## src/hdl/ocis_pkg.sv

```systemverilog
// Shared types, codes and constants for the capture-to-record converter.
// Depends on nothing; every other file refers to it by scoped names.
`default_nettype none

package ocis_pkg;

	// input item: begin marker or one file byte
	typedef struct packed {
		logic       action;
		logic [7:0] in_byte;
	} in_item_t;

	// result item: one record
	typedef struct packed {
		logic [1:0]  record_kind;
		logic [15:0] delay_ticks;
		logic [7:0]  reg_number;
		logic [7:0]  reg_value;
		logic [15:0] imf_length;
		logic        error_code;
		logic        multi_chip_seen;
	} out_item_t;

	// item held in the input register
	typedef struct packed {
		logic     valid;
		in_item_t item;
	} step_t;

	// parser result for one item
	typedef struct packed {
		logic      emit;
		out_item_t item;
	} result_t;

	// parser phase, one-hot
	typedef enum logic [8:0] {
		PH_HEADER  = 9'b000000001,
		PH_CMD     = 9'b000000010,
		PH_DLY8    = 9'b000000100,
		PH_DLY16LO = 9'b000001000,
		PH_DLY16HI = 9'b000010000,
		PH_ESCREG  = 9'b000100000,
		PH_DATA    = 9'b001000000,
		PH_ENDHELD = 9'b010000000,
		PH_DONE    = 9'b100000000
	} phase_t;

	// action codes
	localparam logic ACT_BYTE  = 1'b0;
	localparam logic ACT_BEGIN = 1'b1;

	// record kinds
	localparam logic [1:0] KIND_PAIR  = 2'd0;
	localparam logic [1:0] KIND_END   = 2'd1;
	localparam logic [1:0] KIND_ERROR = 2'd2;

	// error codes
	localparam logic ERR_SIGNATURE = 1'b0;
	localparam logic ERR_VERSION   = 1'b1;

	// command codes
	localparam logic [7:0] CMD_DELAY8  = 8'h00;
	localparam logic [7:0] CMD_DELAY16 = 8'h01;
	localparam logic [7:0] CMD_CHIP_A  = 8'h02;
	localparam logic [7:0] CMD_CHIP_B  = 8'h03;
	localparam logic [7:0] CMD_ESCAPE  = 8'h04;

	// header layout (byte offsets)
	localparam logic [4:0] HDR_SIG_LAST  = 5'd7;
	localparam logic [4:0] HDR_VER_END   = 5'd12;
	localparam logic [4:0] HDR_LEN_FIRST = 5'd16;
	localparam logic [4:0] HDR_LEN_END   = 5'd20;
	localparam logic [4:0] HDR_LAST      = 5'd23;

	localparam logic [31:0] VERSION_OK = 32'h0001_0000;
	localparam logic [31:0] COUNT_MAX  = 32'hFFFF_FFFF;

	// 14/25 = 560/1000 as multiply by a reciprocal: floor(d*14/25) for any
	// 16-bit d equals (d * 14 * ceil(2^25/25)) >> 25
	localparam int          SCALE_SHIFT = 25;
	localparam logic [24:0] SCALE_MULT  = 25'd18790492;

	// signature "DBRAWOPL"
	function automatic logic [7:0] sig_byte(input logic [2:0] idx);
		logic [7:0] b;
		unique case (idx)
			3'd0: b = 8'h44;
			3'd1: b = 8'h42;
			3'd2: b = 8'h52;
			3'd3: b = 8'h41;
			3'd4: b = 8'h57;
			3'd5: b = 8'h4F;
			3'd6: b = 8'h50;
			3'd7: b = 8'h4C;
			default: b = 8'h00;
		endcase
		return b;
	endfunction

	// convert a millisecond delay to 560 Hz ticks
	function automatic logic [15:0] scale_delay(input logic [15:0] d);
		logic [40:0] prod;
		prod = {25'd0, d} * {16'd0, SCALE_MULT};
		return prod[40:SCALE_SHIFT];
	endfunction

endpackage

`default_nettype wire

```

## src/hdl/ocis_in_if.sv

```systemverilog
// Input channel: valid/ready handshake carrying one capture byte or a begin.
// Depends on ocis_pkg for the payload type.
`default_nettype none

interface ocis_in_if;
	logic              valid;
	logic              ready;
	ocis_pkg::in_item_t item;

	modport source(output valid, output item, input ready);
	modport sink(input valid, input item, output ready);
endinterface

`default_nettype wire

```

## src/hdl/ocis_out_if.sv

```systemverilog
// Output channel: valid/ready handshake carrying one record.
// Depends on ocis_pkg for the payload type.
`default_nettype none

interface ocis_out_if;
	logic               valid;
	logic               ready;
	ocis_pkg::out_item_t item;

	modport source(output valid, output item, input ready);
	modport sink(input valid, input item, output ready);
endinterface

`default_nettype wire

```

## src/hdl/ocis_in_reg.sv

```systemverilog
// Input register: takes one item per cycle while the parser keeps stepping, and holds it until the parser steps.
// Depends on ocis_pkg and ocis_in_if.
`default_nettype none

module ocis_in_reg (
	input  wire logic       clk,
	input  wire logic       arst_n,
	ocis_in_if.sink         in_chan,
	input  wire logic       advance,
	output ocis_pkg::step_t step
);

	logic               valid_s1;
	ocis_pkg::in_item_t item_s1;

	// take a new item when empty or when the held one moves on
	assign in_chan.ready = !valid_s1 || advance;

	always_ff @(posedge clk or negedge arst_n) begin
		if (!arst_n) begin
			valid_s1 <= 1'b0;
		end else if (in_chan.ready) begin
			valid_s1 <= in_chan.valid;
		end
	end

	// payload needs no reset
	always_ff @(posedge clk) begin
		if (in_chan.valid && in_chan.ready) begin
			item_s1 <= in_chan.item;
		end
	end

	assign step.valid = valid_s1;
	assign step.item  = item_s1;

endmodule

`default_nettype wire

```

## src/hdl/ocis_parser.sv

```systemverilog
// Capture parser: header check, command decode, delay scaling and records.
// Depends on ocis_pkg; steps once for each item that leaves the input register.
`default_nettype none

module ocis_parser (
	input  wire logic         clk,
	input  wire logic         arst_n,
	input  wire logic         fire,
	input  wire ocis_pkg::step_t step,
	output ocis_pkg::result_t result
);

	ocis_pkg::phase_t phase_q, phase_n;
	logic [4:0]  hidx_q, hidx_n;
	logic        sig_ok_q, sig_ok_n;
	logic [31:0] version_q, version_n;
	logic [31:0] len_q, len_n;
	logic [31:0] cnt_q, cnt_n;
	logic [15:0] pend_q, pend_n;
	logic [7:0]  low_q, low_n;
	logic [7:0]  held_q, held_n;
	logic [13:0] pairs_q, pairs_n;
	logic        chip_q, chip_n;

	logic [31:0] cnt_inc;
	logic        at_end;
	logic [7:0]  b;
	logic [15:0] end_len;

	assign b       = step.item.in_byte;
	assign cnt_inc = (cnt_q == ocis_pkg::COUNT_MAX) ? cnt_q : cnt_q + 32'd1;
	assign at_end  = cnt_inc >= len_q;
	assign end_len = {pairs_q, 2'b00} + 16'd4;

	// next state and record for the held item
	always_comb begin
		phase_n   = phase_q;
		hidx_n    = hidx_q;
		sig_ok_n  = sig_ok_q;
		version_n = version_q;
		len_n     = len_q;
		cnt_n     = cnt_q;
		pend_n    = pend_q;
		low_n     = low_q;
		held_n    = held_q;
		pairs_n   = pairs_q;
		chip_n    = chip_q;

		result                      = '0;
		result.item.multi_chip_seen = chip_q;

		if (phase_q == ocis_pkg::PH_ENDHELD || step.item.action == ocis_pkg::ACT_BEGIN) begin
			// release a held end record first
			if (phase_q == ocis_pkg::PH_ENDHELD) begin
				result.emit             = 1'b1;
				result.item.record_kind = ocis_pkg::KIND_END;
				result.item.imf_length  = end_len;
				phase_n                 = ocis_pkg::PH_DONE;
			end
			// clear the parser on a begin
			if (step.item.action == ocis_pkg::ACT_BEGIN) begin
				phase_n   = ocis_pkg::PH_HEADER;
				hidx_n    = 5'd0;
				sig_ok_n  = 1'b1;
				version_n = 32'd0;
				len_n     = 32'd0;
				cnt_n     = 32'd0;
				pend_n    = 16'd0;
				low_n     = 8'd0;
				held_n    = 8'd0;
				pairs_n   = 14'd0;
				chip_n    = 1'b0;
			end
		end else begin
			unique case (phase_q)
				ocis_pkg::PH_HEADER: begin
					hidx_n = hidx_q + 5'd1;
					// collect signature, version and data length
					priority if (hidx_q <= ocis_pkg::HDR_SIG_LAST) begin
						sig_ok_n = sig_ok_q && (b == ocis_pkg::sig_byte(hidx_q[2:0]));
					end else if (hidx_q < ocis_pkg::HDR_VER_END) begin
						version_n[8*hidx_q[1:0] +: 8] = b;
					end else if (hidx_q >= ocis_pkg::HDR_LEN_FIRST &&
							hidx_q < ocis_pkg::HDR_LEN_END) begin
						len_n[8*hidx_q[1:0] +: 8] = b;
					end else begin
						hidx_n = hidx_q + 5'd1;
					end
					// verdicts at the last signature byte and the last header byte
					priority if (hidx_q == ocis_pkg::HDR_SIG_LAST && !sig_ok_n) begin
						result.emit             = 1'b1;
						result.item.record_kind = ocis_pkg::KIND_ERROR;
						result.item.error_code  = ocis_pkg::ERR_SIGNATURE;
						phase_n                 = ocis_pkg::PH_DONE;
					end else if (hidx_q >= ocis_pkg::HDR_LAST) begin
						hidx_n = hidx_q;
						priority if (version_q != ocis_pkg::VERSION_OK) begin
							result.emit             = 1'b1;
							result.item.record_kind = ocis_pkg::KIND_ERROR;
							result.item.error_code  = ocis_pkg::ERR_VERSION;
							phase_n                 = ocis_pkg::PH_DONE;
						end else if (len_q == 32'd0) begin
							result.emit             = 1'b1;
							result.item.record_kind = ocis_pkg::KIND_END;
							result.item.imf_length  = end_len;
							phase_n                 = ocis_pkg::PH_DONE;
						end else begin
							phase_n = ocis_pkg::PH_CMD;
						end
					end else begin
						phase_n = ocis_pkg::PH_HEADER;
					end
				end
				ocis_pkg::PH_CMD: begin
					cnt_n = cnt_inc;
					priority if (b == ocis_pkg::CMD_DELAY8) begin
						phase_n = ocis_pkg::PH_DLY8;
					end else if (b == ocis_pkg::CMD_DELAY16) begin
						phase_n = ocis_pkg::PH_DLY16LO;
					end else if (b == ocis_pkg::CMD_CHIP_A || b == ocis_pkg::CMD_CHIP_B) begin
						// flag a chip switch, then end if the length is used up
						chip_n = 1'b1;
						if (at_end) begin
							result.emit                 = 1'b1;
							result.item.record_kind     = ocis_pkg::KIND_END;
							result.item.imf_length      = end_len;
							result.item.multi_chip_seen = 1'b1;
							phase_n                     = ocis_pkg::PH_DONE;
						end
					end else if (b == ocis_pkg::CMD_ESCAPE) begin
						phase_n = ocis_pkg::PH_ESCREG;
					end else begin
						held_n  = b;
						phase_n = ocis_pkg::PH_DATA;
					end
				end
				ocis_pkg::PH_DLY8, ocis_pkg::PH_DLY16HI: begin
					cnt_n = cnt_inc;
					// accumulate the delay modulo 65536
					if (phase_q == ocis_pkg::PH_DLY8) begin
						pend_n = pend_q + 16'd1 + {8'd0, b};
					end else begin
						pend_n = pend_q + 16'd1 + {b, low_q};
					end
					if (at_end) begin
						result.emit             = 1'b1;
						result.item.record_kind = ocis_pkg::KIND_END;
						result.item.imf_length  = end_len;
						phase_n                 = ocis_pkg::PH_DONE;
					end else begin
						phase_n = ocis_pkg::PH_CMD;
					end
				end
				ocis_pkg::PH_DLY16LO: begin
					cnt_n   = cnt_inc;
					low_n   = b;
					phase_n = ocis_pkg::PH_DLY16HI;
				end
				ocis_pkg::PH_ESCREG: begin
					cnt_n   = cnt_inc;
					held_n  = b;
					phase_n = ocis_pkg::PH_DATA;
				end
				ocis_pkg::PH_DATA: begin
					// emit the pair and hold the end behind it if the length is used up
					cnt_n                   = cnt_inc;
					result.emit             = 1'b1;
					result.item.record_kind = ocis_pkg::KIND_PAIR;
					result.item.delay_ticks = ocis_pkg::scale_delay(pend_q);
					result.item.reg_number  = held_q;
					result.item.reg_value   = b;
					pend_n                  = 16'd0;
					pairs_n                 = pairs_q + 14'd1;
					phase_n = at_end ? ocis_pkg::PH_ENDHELD : ocis_pkg::PH_CMD;
				end
				ocis_pkg::PH_ENDHELD, ocis_pkg::PH_DONE: begin
					// drop file bytes
					phase_n = phase_q;
				end
				default: begin
					phase_n = phase_q;
				end
			endcase
		end
	end

	// advance the parser state once per stepped item
	always_ff @(posedge clk or negedge arst_n) begin
		if (!arst_n) begin
			phase_q   <= ocis_pkg::PH_HEADER;
			hidx_q    <= 5'd0;
			sig_ok_q  <= 1'b1;
			version_q <= 32'd0;
			len_q     <= 32'd0;
			cnt_q     <= 32'd0;
			pend_q    <= 16'd0;
			low_q     <= 8'd0;
			held_q    <= 8'd0;
			pairs_q   <= 14'd0;
			chip_q    <= 1'b0;
		end else if (fire) begin
			phase_q   <= phase_n;
			hidx_q    <= hidx_n;
			sig_ok_q  <= sig_ok_n;
			version_q <= version_n;
			len_q     <= len_n;
			cnt_q     <= cnt_n;
			pend_q    <= pend_n;
			low_q     <= low_n;
			held_q    <= held_n;
			pairs_q   <= pairs_n;
			chip_q    <= chip_n;
		end
	end

endmodule

`default_nettype wire

```

## src/hdl/ocis_out_reg.sv

```systemverilog
// Result register: holds one record on the output channel until it is taken.
// Depends on ocis_pkg and ocis_out_if.
`default_nettype none

module ocis_out_reg (
	input  wire logic          clk,
	input  wire logic          arst_n,
	ocis_out_if.source         out_chan,
	input  wire logic          advance,
	input  wire ocis_pkg::result_t result,
	output logic               free
);

	logic                valid_q;
	ocis_pkg::out_item_t item_q;

	// room for a new record when empty or when the held one is taken now
	assign free = !valid_q || out_chan.ready;

	always_ff @(posedge clk or negedge arst_n) begin
		if (!arst_n) begin
			valid_q <= 1'b0;
		end else if (advance) begin
			valid_q <= result.emit;
		end else if (out_chan.ready) begin
			valid_q <= 1'b0;
		end
	end

	// load the record payload
	always_ff @(posedge clk) begin
		if (advance && result.emit) begin
			item_q <= result.item;
		end
	end

	assign out_chan.valid = valid_q;
	assign out_chan.item  = item_q;

endmodule

`default_nettype wire

```

## src/hdl/opl_capture_to_imf_stream_top.sv

```systemverilog
// Top level of the capture-to-record converter: input register, parser, result register.
// Depends on ocis_pkg, ocis_in_if, ocis_out_if, ocis_in_reg, ocis_parser, ocis_out_reg.
//
//   channel   | dir | payload                                   | handshake
//   ----------+-----+-------------------------------------------+-----------
//   in_chan   | in  | action, in_byte                           | valid/ready
//   out_chan  | out | record_kind, delay_ticks, reg_number,     | valid/ready
//             |     | reg_value, imf_length, error_code,        |
//             |     | multi_chip_seen                           |
//
// One item per cycle sustained while out_chan.ready stays high; after its item is
// accepted, a record passes the input register, then the parser logic into the result register.
// The parser state update is a single pass per item, so items follow back to back.
// A stalled output holds its record; one more item waits in the input register
// before in_chan.ready drops. Asynchronous reset clears all parser state at once.
`default_nettype none

module opl_capture_to_imf_stream_top (
	input wire logic   clk,
	input wire logic   arst_n,
	ocis_in_if.sink    in_chan,
	ocis_out_if.source out_chan
);

	ocis_pkg::step_t   step;
	ocis_pkg::result_t result;
	logic              out_free;
	logic              advance;

	// step the parser when an item is held and the result register has room
	assign advance = step.valid && out_free;

	ocis_in_reg u_in_reg (
		.clk     (clk),
		.arst_n  (arst_n),
		.in_chan (in_chan),
		.advance (advance),
		.step    (step)
	);

	ocis_parser u_parser (
		.clk    (clk),
		.arst_n (arst_n),
		.fire   (advance),
		.step   (step),
		.result (result)
	);

	ocis_out_reg u_out_reg (
		.clk      (clk),
		.arst_n   (arst_n),
		.out_chan (out_chan),
		.advance  (advance),
		.result   (result),
		.free     (out_free)
	);

endmodule

`default_nettype wire

```

## src/flat_wrapper.sv

```systemverilog
// flat-port wrapper written by rule: the top's interface ports become plain ports
module opl_capture_to_imf_stream_top_flat 
  (clk, arst_n, in_chan_valid, in_chan_item, in_chan_ready, out_chan_valid, out_chan_item, out_chan_ready);
  ocis_in_if in_chan_i ();
  ocis_out_if out_chan_i ();
  input wire logic clk;
  input wire logic arst_n;
  input wire logic [$bits(in_chan_i.valid)-1:0] in_chan_valid;
  input wire logic [$bits(in_chan_i.item)-1:0] in_chan_item;
  output wire logic [$bits(in_chan_i.ready)-1:0] in_chan_ready;
  output wire logic [$bits(out_chan_i.valid)-1:0] out_chan_valid;
  output wire logic [$bits(out_chan_i.item)-1:0] out_chan_item;
  input wire logic [$bits(out_chan_i.ready)-1:0] out_chan_ready;
  assign in_chan_i.valid = in_chan_valid;
  assign in_chan_i.item = in_chan_item;
  assign in_chan_ready = in_chan_i.ready;
  assign out_chan_valid = out_chan_i.valid;
  assign out_chan_item = out_chan_i.item;
  assign out_chan_i.ready = out_chan_ready;
  opl_capture_to_imf_stream_top u_core (.clk(clk), .arst_n(arst_n), .in_chan(in_chan_i), .out_chan(out_chan_i));
endmodule
```

## config.mk

```make
export PLATFORM = sky130hd
export DESIGN_NAME = opl_capture_to_imf_stream_top_flat
export DESIGN_NICKNAME = d
export VERILOG_FILES = /design/src/hdl/ocis_pkg.sv /design/src/hdl/ocis_in_if.sv /design/src/hdl/ocis_out_if.sv /design/src/hdl/ocis_in_reg.sv /design/src/hdl/ocis_parser.sv /design/src/hdl/ocis_out_reg.sv /design/src/hdl/opl_capture_to_imf_stream_top.sv /design/src/flat_wrapper.sv
export SDC_FILE = /design/constraint.sdc
export NUM_CORES = 1
export LEC_CHECK = 0
export BUFFER_PORTS_ARGS = -buffer_cell sky130_fd_sc_hd__clkbuf_2
export CAP_MARGIN = 5
export CORE_UTILIZATION = 40
export CTS_BUF_LIST = sky130_fd_sc_hd__clkbuf_4 sky130_fd_sc_hd__clkbuf_8 sky130_fd_sc_hd__clkbuf_16
export CTS_CLUSTER_SIZE = 24
export DETAILED_ROUTE_END_ITERATION = 10
export PLACE_DENSITY_LB_ADDON = 0.05
export SYNTH_ARGS = -nofsm -noshare
export SYNTH_HDL_FRONTEND = slang
export SYNTH_HIERARCHICAL = 1
export SYNTH_SLANG_ARGS = --single-unit
```

## constraint.sdc

```tcl
create_clock -name clk -period 7.8 [get_ports clk]
set_clock_uncertainty 0.2 [all_clocks]
set_input_delay 0.39 -clock clk [delete_from_list [all_inputs] [get_ports clk]]
set_output_delay 0.39 -clock clk [all_outputs]
set_load 0.05 [all_outputs]
```

# Word level (Yosys, flattened, before mapping)
# Memories as Yosys holds them, arrays and structs flattened.
# Cells that the tools add are included.
# word_totals
input_bits	13
regBits	221
n_memories	1
elab_cells	210
out_inout_bits	54
rom_bits	40
mem_bits_rw	0
latch_bits	0
# mem_list
memory	depth	word_bits	rd	rd_clocked_by_memory_dff	wr	line_no	source
(no name shown)	8	5	1	0	0	ocis_pkg.sv:87	unique case (idx)
# op_classes
reduce_logical	42
add_sub_neg	8
n_lt_le_gt_ge	6
shift	2
mul	1
div	0
bitwise	3
muxes	97
n_eq_ne	28
# op_table
cell	count
32-bit 2-to-1 mux	13
16-bit 2-to-1 mux	12
9-bit 2-to-1 mux	12
8-bit 2-to-1 mux	12
32-bit bitwise mux	2
9-bit one-hot mux with 6 select lines	1
16-bit one-hot mux with 3 select lines	1
14-bit 2-to-1 mux	3
16-bit by 23-bit multiplier with 39-bit output, second input constant	1
5-bit negator with 34-bit output	1
8-bit by 34-bit variable shift with 32-bit output, first input constant	1
8-bit by 34-bit indexed part select with 32-bit output	1
32-bit by 1-bit adder with 32-bit output, second input constant	1
32-bit == test, second input constant	1
32-bit greater-or-equal comparator	1
32-bit logical NOT	1
32-bit by 17-bit inequality test with 1-bit output, second input constant	1
16-bit one-hot mux with 2 select lines	1
3-bit 2-to-1 mux	10
5-bit 2-to-1 mux	5
1-bit 2-to-1 mux	21
2-bit nonzero test	9
17-bit 2-to-1 mux	1
16-bit by 1-bit adder with 16-bit output, second input constant	1
other kinds (45)	74

# Logic depth before layout (Yosys ltp)
# depth
word_depth	15
ltp_mapped	23
depth_no_buf	23

# Hierarchy
# Netlist, hierarchy kept.
# by_module_without_submodules
module	area_per_inst_um2	instances	seq_area_each_um2	cells_each
ocis_parser	15743.8	1	3956.3	1758
ocis_out_reg	1616.6	1	1586.5	56
ocis_in_reg	331.6	1	295.3	14
opl_capture_to_imf_stream_top	6.3	1	0.0	1

# Least setup slack after synthesis
# No wires, ideal clock.
# synth_path
kind	reg2reg
start	reg u_core.u_parser.pend_q[4]
end	reg u_core.u_out_reg.item_q (netlist bit u_core/u_out_reg/out_chan.item[43]), data pin
setup_ps	255
setup_slack_ps	1374
required_ps	7345
t_arrival_ps	5971
synth_period_minus_slack_ps	6426
n_path_buf	0
stages_incl_launch_ff	23
path_cell_list	dfrtp_1 -> fa_1 -> inv_1 -> fa_1 -> inv_1 -> fa_1 -> inv_1 -> fa_1 -> inv_1 -> fa_1 -> inv_1 -> fa_1 -> inv_1 -> ha_1 -> and3_1 -> a221o_1 -> a21o_1 -> a31o_2 -> o31a_1 -> a21oi_1 -> o21bai_1 -> xor2_1 -> and2_1
# synth_between
elab_chain_len	1
# synth_lines
element	line_no	source
start: declaration	ocis_parser.sv:19	logic [15:0] pend_q, pend_n;
start signal: assignment	ocis_parser.sv:208	pend_q <= pend_n;
16-bit by 23-bit multiplier with 39-bit output	ocis_pkg.sv:104	prod = {25'd0, d} * {16'd0, SCALE_MULT};
end signal: assignment	ocis_out_reg.sv:33	item_q <= result.item;
end: declaration	ocis_out_reg.sv:15	ocis_pkg::out_item_t item_q;
# Every way passes these cells.
# A chain may end at the register's enable or synchronous reset.

# Worst setup path in the final report
# layout_path
start	reg u_core.u_parser.pend_q[4]
end	reg u_core.u_out_reg.item_q (netlist bit u_core/u_out_reg/out_chan.item[49]), data pin
# Same word-level chain as after synthesis.

==> metrics.txt <==
top-area cell type share of the netlist area=0.2234; gr usage total=0.2134; WL/cell=18.28 um; die area=45090 sq um; antenna-violating nets left=0; fmax=143.9 MHz; Synth Instances=1829; Main synth FF type=dfrtp_1; Core Area=43360 sq um; diode count=0; Critical Path Slowest Stage Cell=fa_1; ranking of synthesized cells by area=dfrtp_1 22%, ha_1 14%, fa_1 13%; CTS tree=built; clock buffer depth=3; CP required=7880 ps; Port Buffer Count=66; Period minus WS final=6948 ps; final setup violation count=0; largest net degree at the start of global routing=97; GRT met3 Usage=0.02496; clock tree sinks=221; RSZ-0062 raised after global routing=no; Peak supply drop=0.1401 mV; starting density of the core=0.4082; hold crit path type=flop to flop; layout cells sized above 1=0.1059; First-pass DRT Iterations=5; grt ovf=0; CP peak stage delay=620 ps; Yosys top cell by area=dfrtp_1; Die Ht=212.3 um; Netlist cell types=85; top-count cell post-synth=inv_1; Power Density=146.8 nW/um^2; Area growth syn-to-layout=10.86%; Reg clk slew, reported paths=60 ps; CP arrival=7020 ps; Crit Path Category=flop to flop; final count of hold timing violations=0; Post-synth EDFFs=61; pre-CTS setup slack=872.3 ps; TritonCTS Buffers=28; via/cell ratio=5.149; CP max FO=8; routability congestion estimate=0.8693; register bit total from synthesis=221; met1 Use GR=0.2881; I/O pins=67; busiest metal layer after global routing=met2; root buffer cell=clkbuf_16; GR Util met2=0.3588; H-Tree Depth=1; Post-Route WL=45.74 mm; Initial DRC Count=717; post-synthesis sequential area ratio=0.3299; hpwl dp=35.19 mm; vias=12880; clk_lat worst skew=560 ps; relative slew slack=0.2817; CP Capture Type=flop; Max Slew Vio Count=0; NumNets Final=2230; initial antenna violation count=0; Ys Warns=6; first-pass GRT wire length=74.42 mm; vias in the first global route=13400; setup TNS=0 ps; CP Cell Sequence=fa_1, inv_1, fa_1, inv_1, fa_1, inv_1, fa_1, inv_1, fa_1, inv_1, fa_1, inv_1, ha_1, and3_1, a221o_1, a21o_1, a221o_1, a21oi_1, o21ai_0, a21oi_1, xor2_1, nor2_1; Post-CTS Setup Bufs=0; Leakage=9.937 nW; worst r2r path cells=22; Post-synth top cells=249 x inv_1, 216 x nand2_1, 204 x ha_1; hold depth=2; Worst-Margin Slew=1069 ps; outcome=finished, final reports clean; Post-Syn Area=17700 sq um; Synth Area per Inst=9.676 sq um; startpoint type of the worst setup path=flop; Final WS setup=851.7 ps; die width=212.3 um; DRC viols=0; MaxCap Viol Count=0; async set-reset flop share out of synthesis=0.7240; Tcrit/Tclk final=0.8908; Placement Rows=76
sequential cells by signal, summed over array words and instances, names as in the netlist, 5 cells and up:
signal,count
u_core/u_parser/pend_q,16
u_core/u_parser/held_q,8
u_core/u_parser/pairs_q,14
u_core/u_parser/phase_q,9
u_core/u_out_reg/out_chan.item,52
u_core/u_parser/low_q,8
u_core/u_parser/len_q,32
u_core/u_parser/cnt_q,32
u_core/u_parser/version_q,32
u_core/u_in_reg/step,9
u_core/u_parser/hidx_q,5
repair_timing:
item | in CTS | in global routing
hold buffers | 12 | 0
resized for setup | 0 | 0
endpoints found under the hold margin | 105 | 0
worst max-delay path: cells and delay by family (launching register included):
family	cells	cell delay (ps)
flip-flops	1	510
adder cells (fa/ha/maj)	7	3490
XOR/XNOR	1	150
buffers and inverters	6	360
AND/OR/NAND/NOR	2	280
AO/OA/AOI/OAI	6	1690
kinds of logic after synthesis:
group           synth area share
compound gates            0.1313
xor+xnor                 0.04404
fa+ha+maj                 0.2754
buf+inv                  0.07070
flops                     0.3299
mux                     0.006787
other cells            0.0002119
simple gates              0.1417
power breakdown:
part           total, mW  internal [mW]  leakage [nW]  switching (mW)
Combinational      0.360          0.117          6.70           0.243
Sequential          1.27           1.23          2.80          0.0381
Clock               1.25          0.727         0.440           0.526
area by class of cell:
class	instances	area [sq um]
fill	4265	23740
multi-input combinational	1298	10620
sequential	221	5838
inverter	250	938.4
clock inverter	15	116.4
clock buffer	35	765.7
timing repair buffer	98	606.8
tap	585	732.0
path summary, 6_finish.rpt:
path | start | endpoint | slack, ps
worst max-delay path | u_core/u_parser/pend_q[4] | u_core/u_out_reg/out_chan.item[49] | 850
worst min-delay path | u_core/u_parser/held_q[4] | u_core/u_parser/held_q[4] | 270
worst max register to register | u_core/u_parser/pend_q[4] | u_core/u_out_reg/out_chan.item[49] | 850
worst min register to register | u_core/u_parser/held_q[4] | u_core/u_parser/held_q[4] | 270
max in group asynchronous | arst_n | u_core/u_parser/len_q[13] | 5610
min in group asynchronous | arst_n | u_core/u_parser/cnt_q[31] | 330
metrics by stage:
stage | hold slack [ps] | power (mW) | cell area, sq um | util | instances
3_5_place_dp | 262.7 | 1.645 | 18620 | 0.4294 | 2440
5_1_grt | 287.2 | 3.004 | 19620 | 0.4525 | 2502
4_1_cts | 276.8 | 2.918 | 19620 | 0.4525 | 2502
2_1_floorplan | -105.6 | 1.524 | 17700 | - | 1830
3_3_place_gp | 261.1 | 1.640 | 18620 | 0.4294 | 2440
6_report | 271.6 | 2.879 | 19620 | 0.4525 | 2502
per-layer routing:
metal | share of wire | up-vias
li1 | - | 6324
met1 | 0.47 | 6287
met2 | 0.47 | 208
met3 | 0.032 | 63
met4 | 0.026 | 0
met5 | 0 | -
layout by cell type (no fill, tap or decap), types with 50 or more instances in the layout:
cell type	Yosys	final
xnor2_1	50	50
clkbuf_2	0	65
dfrtp_1	158	158
nor2_1	104	104
a21oi_1	50	50
inv_1	249	249
nand2_1	216	216
ha_1	204	204
o21ai_0	108	108
edfxtp_1	61	61
o21ai_1	56	55
fa_1	116	116
a21o_1	51	51
Note: power is estimated with default switching activity, not from simulation.
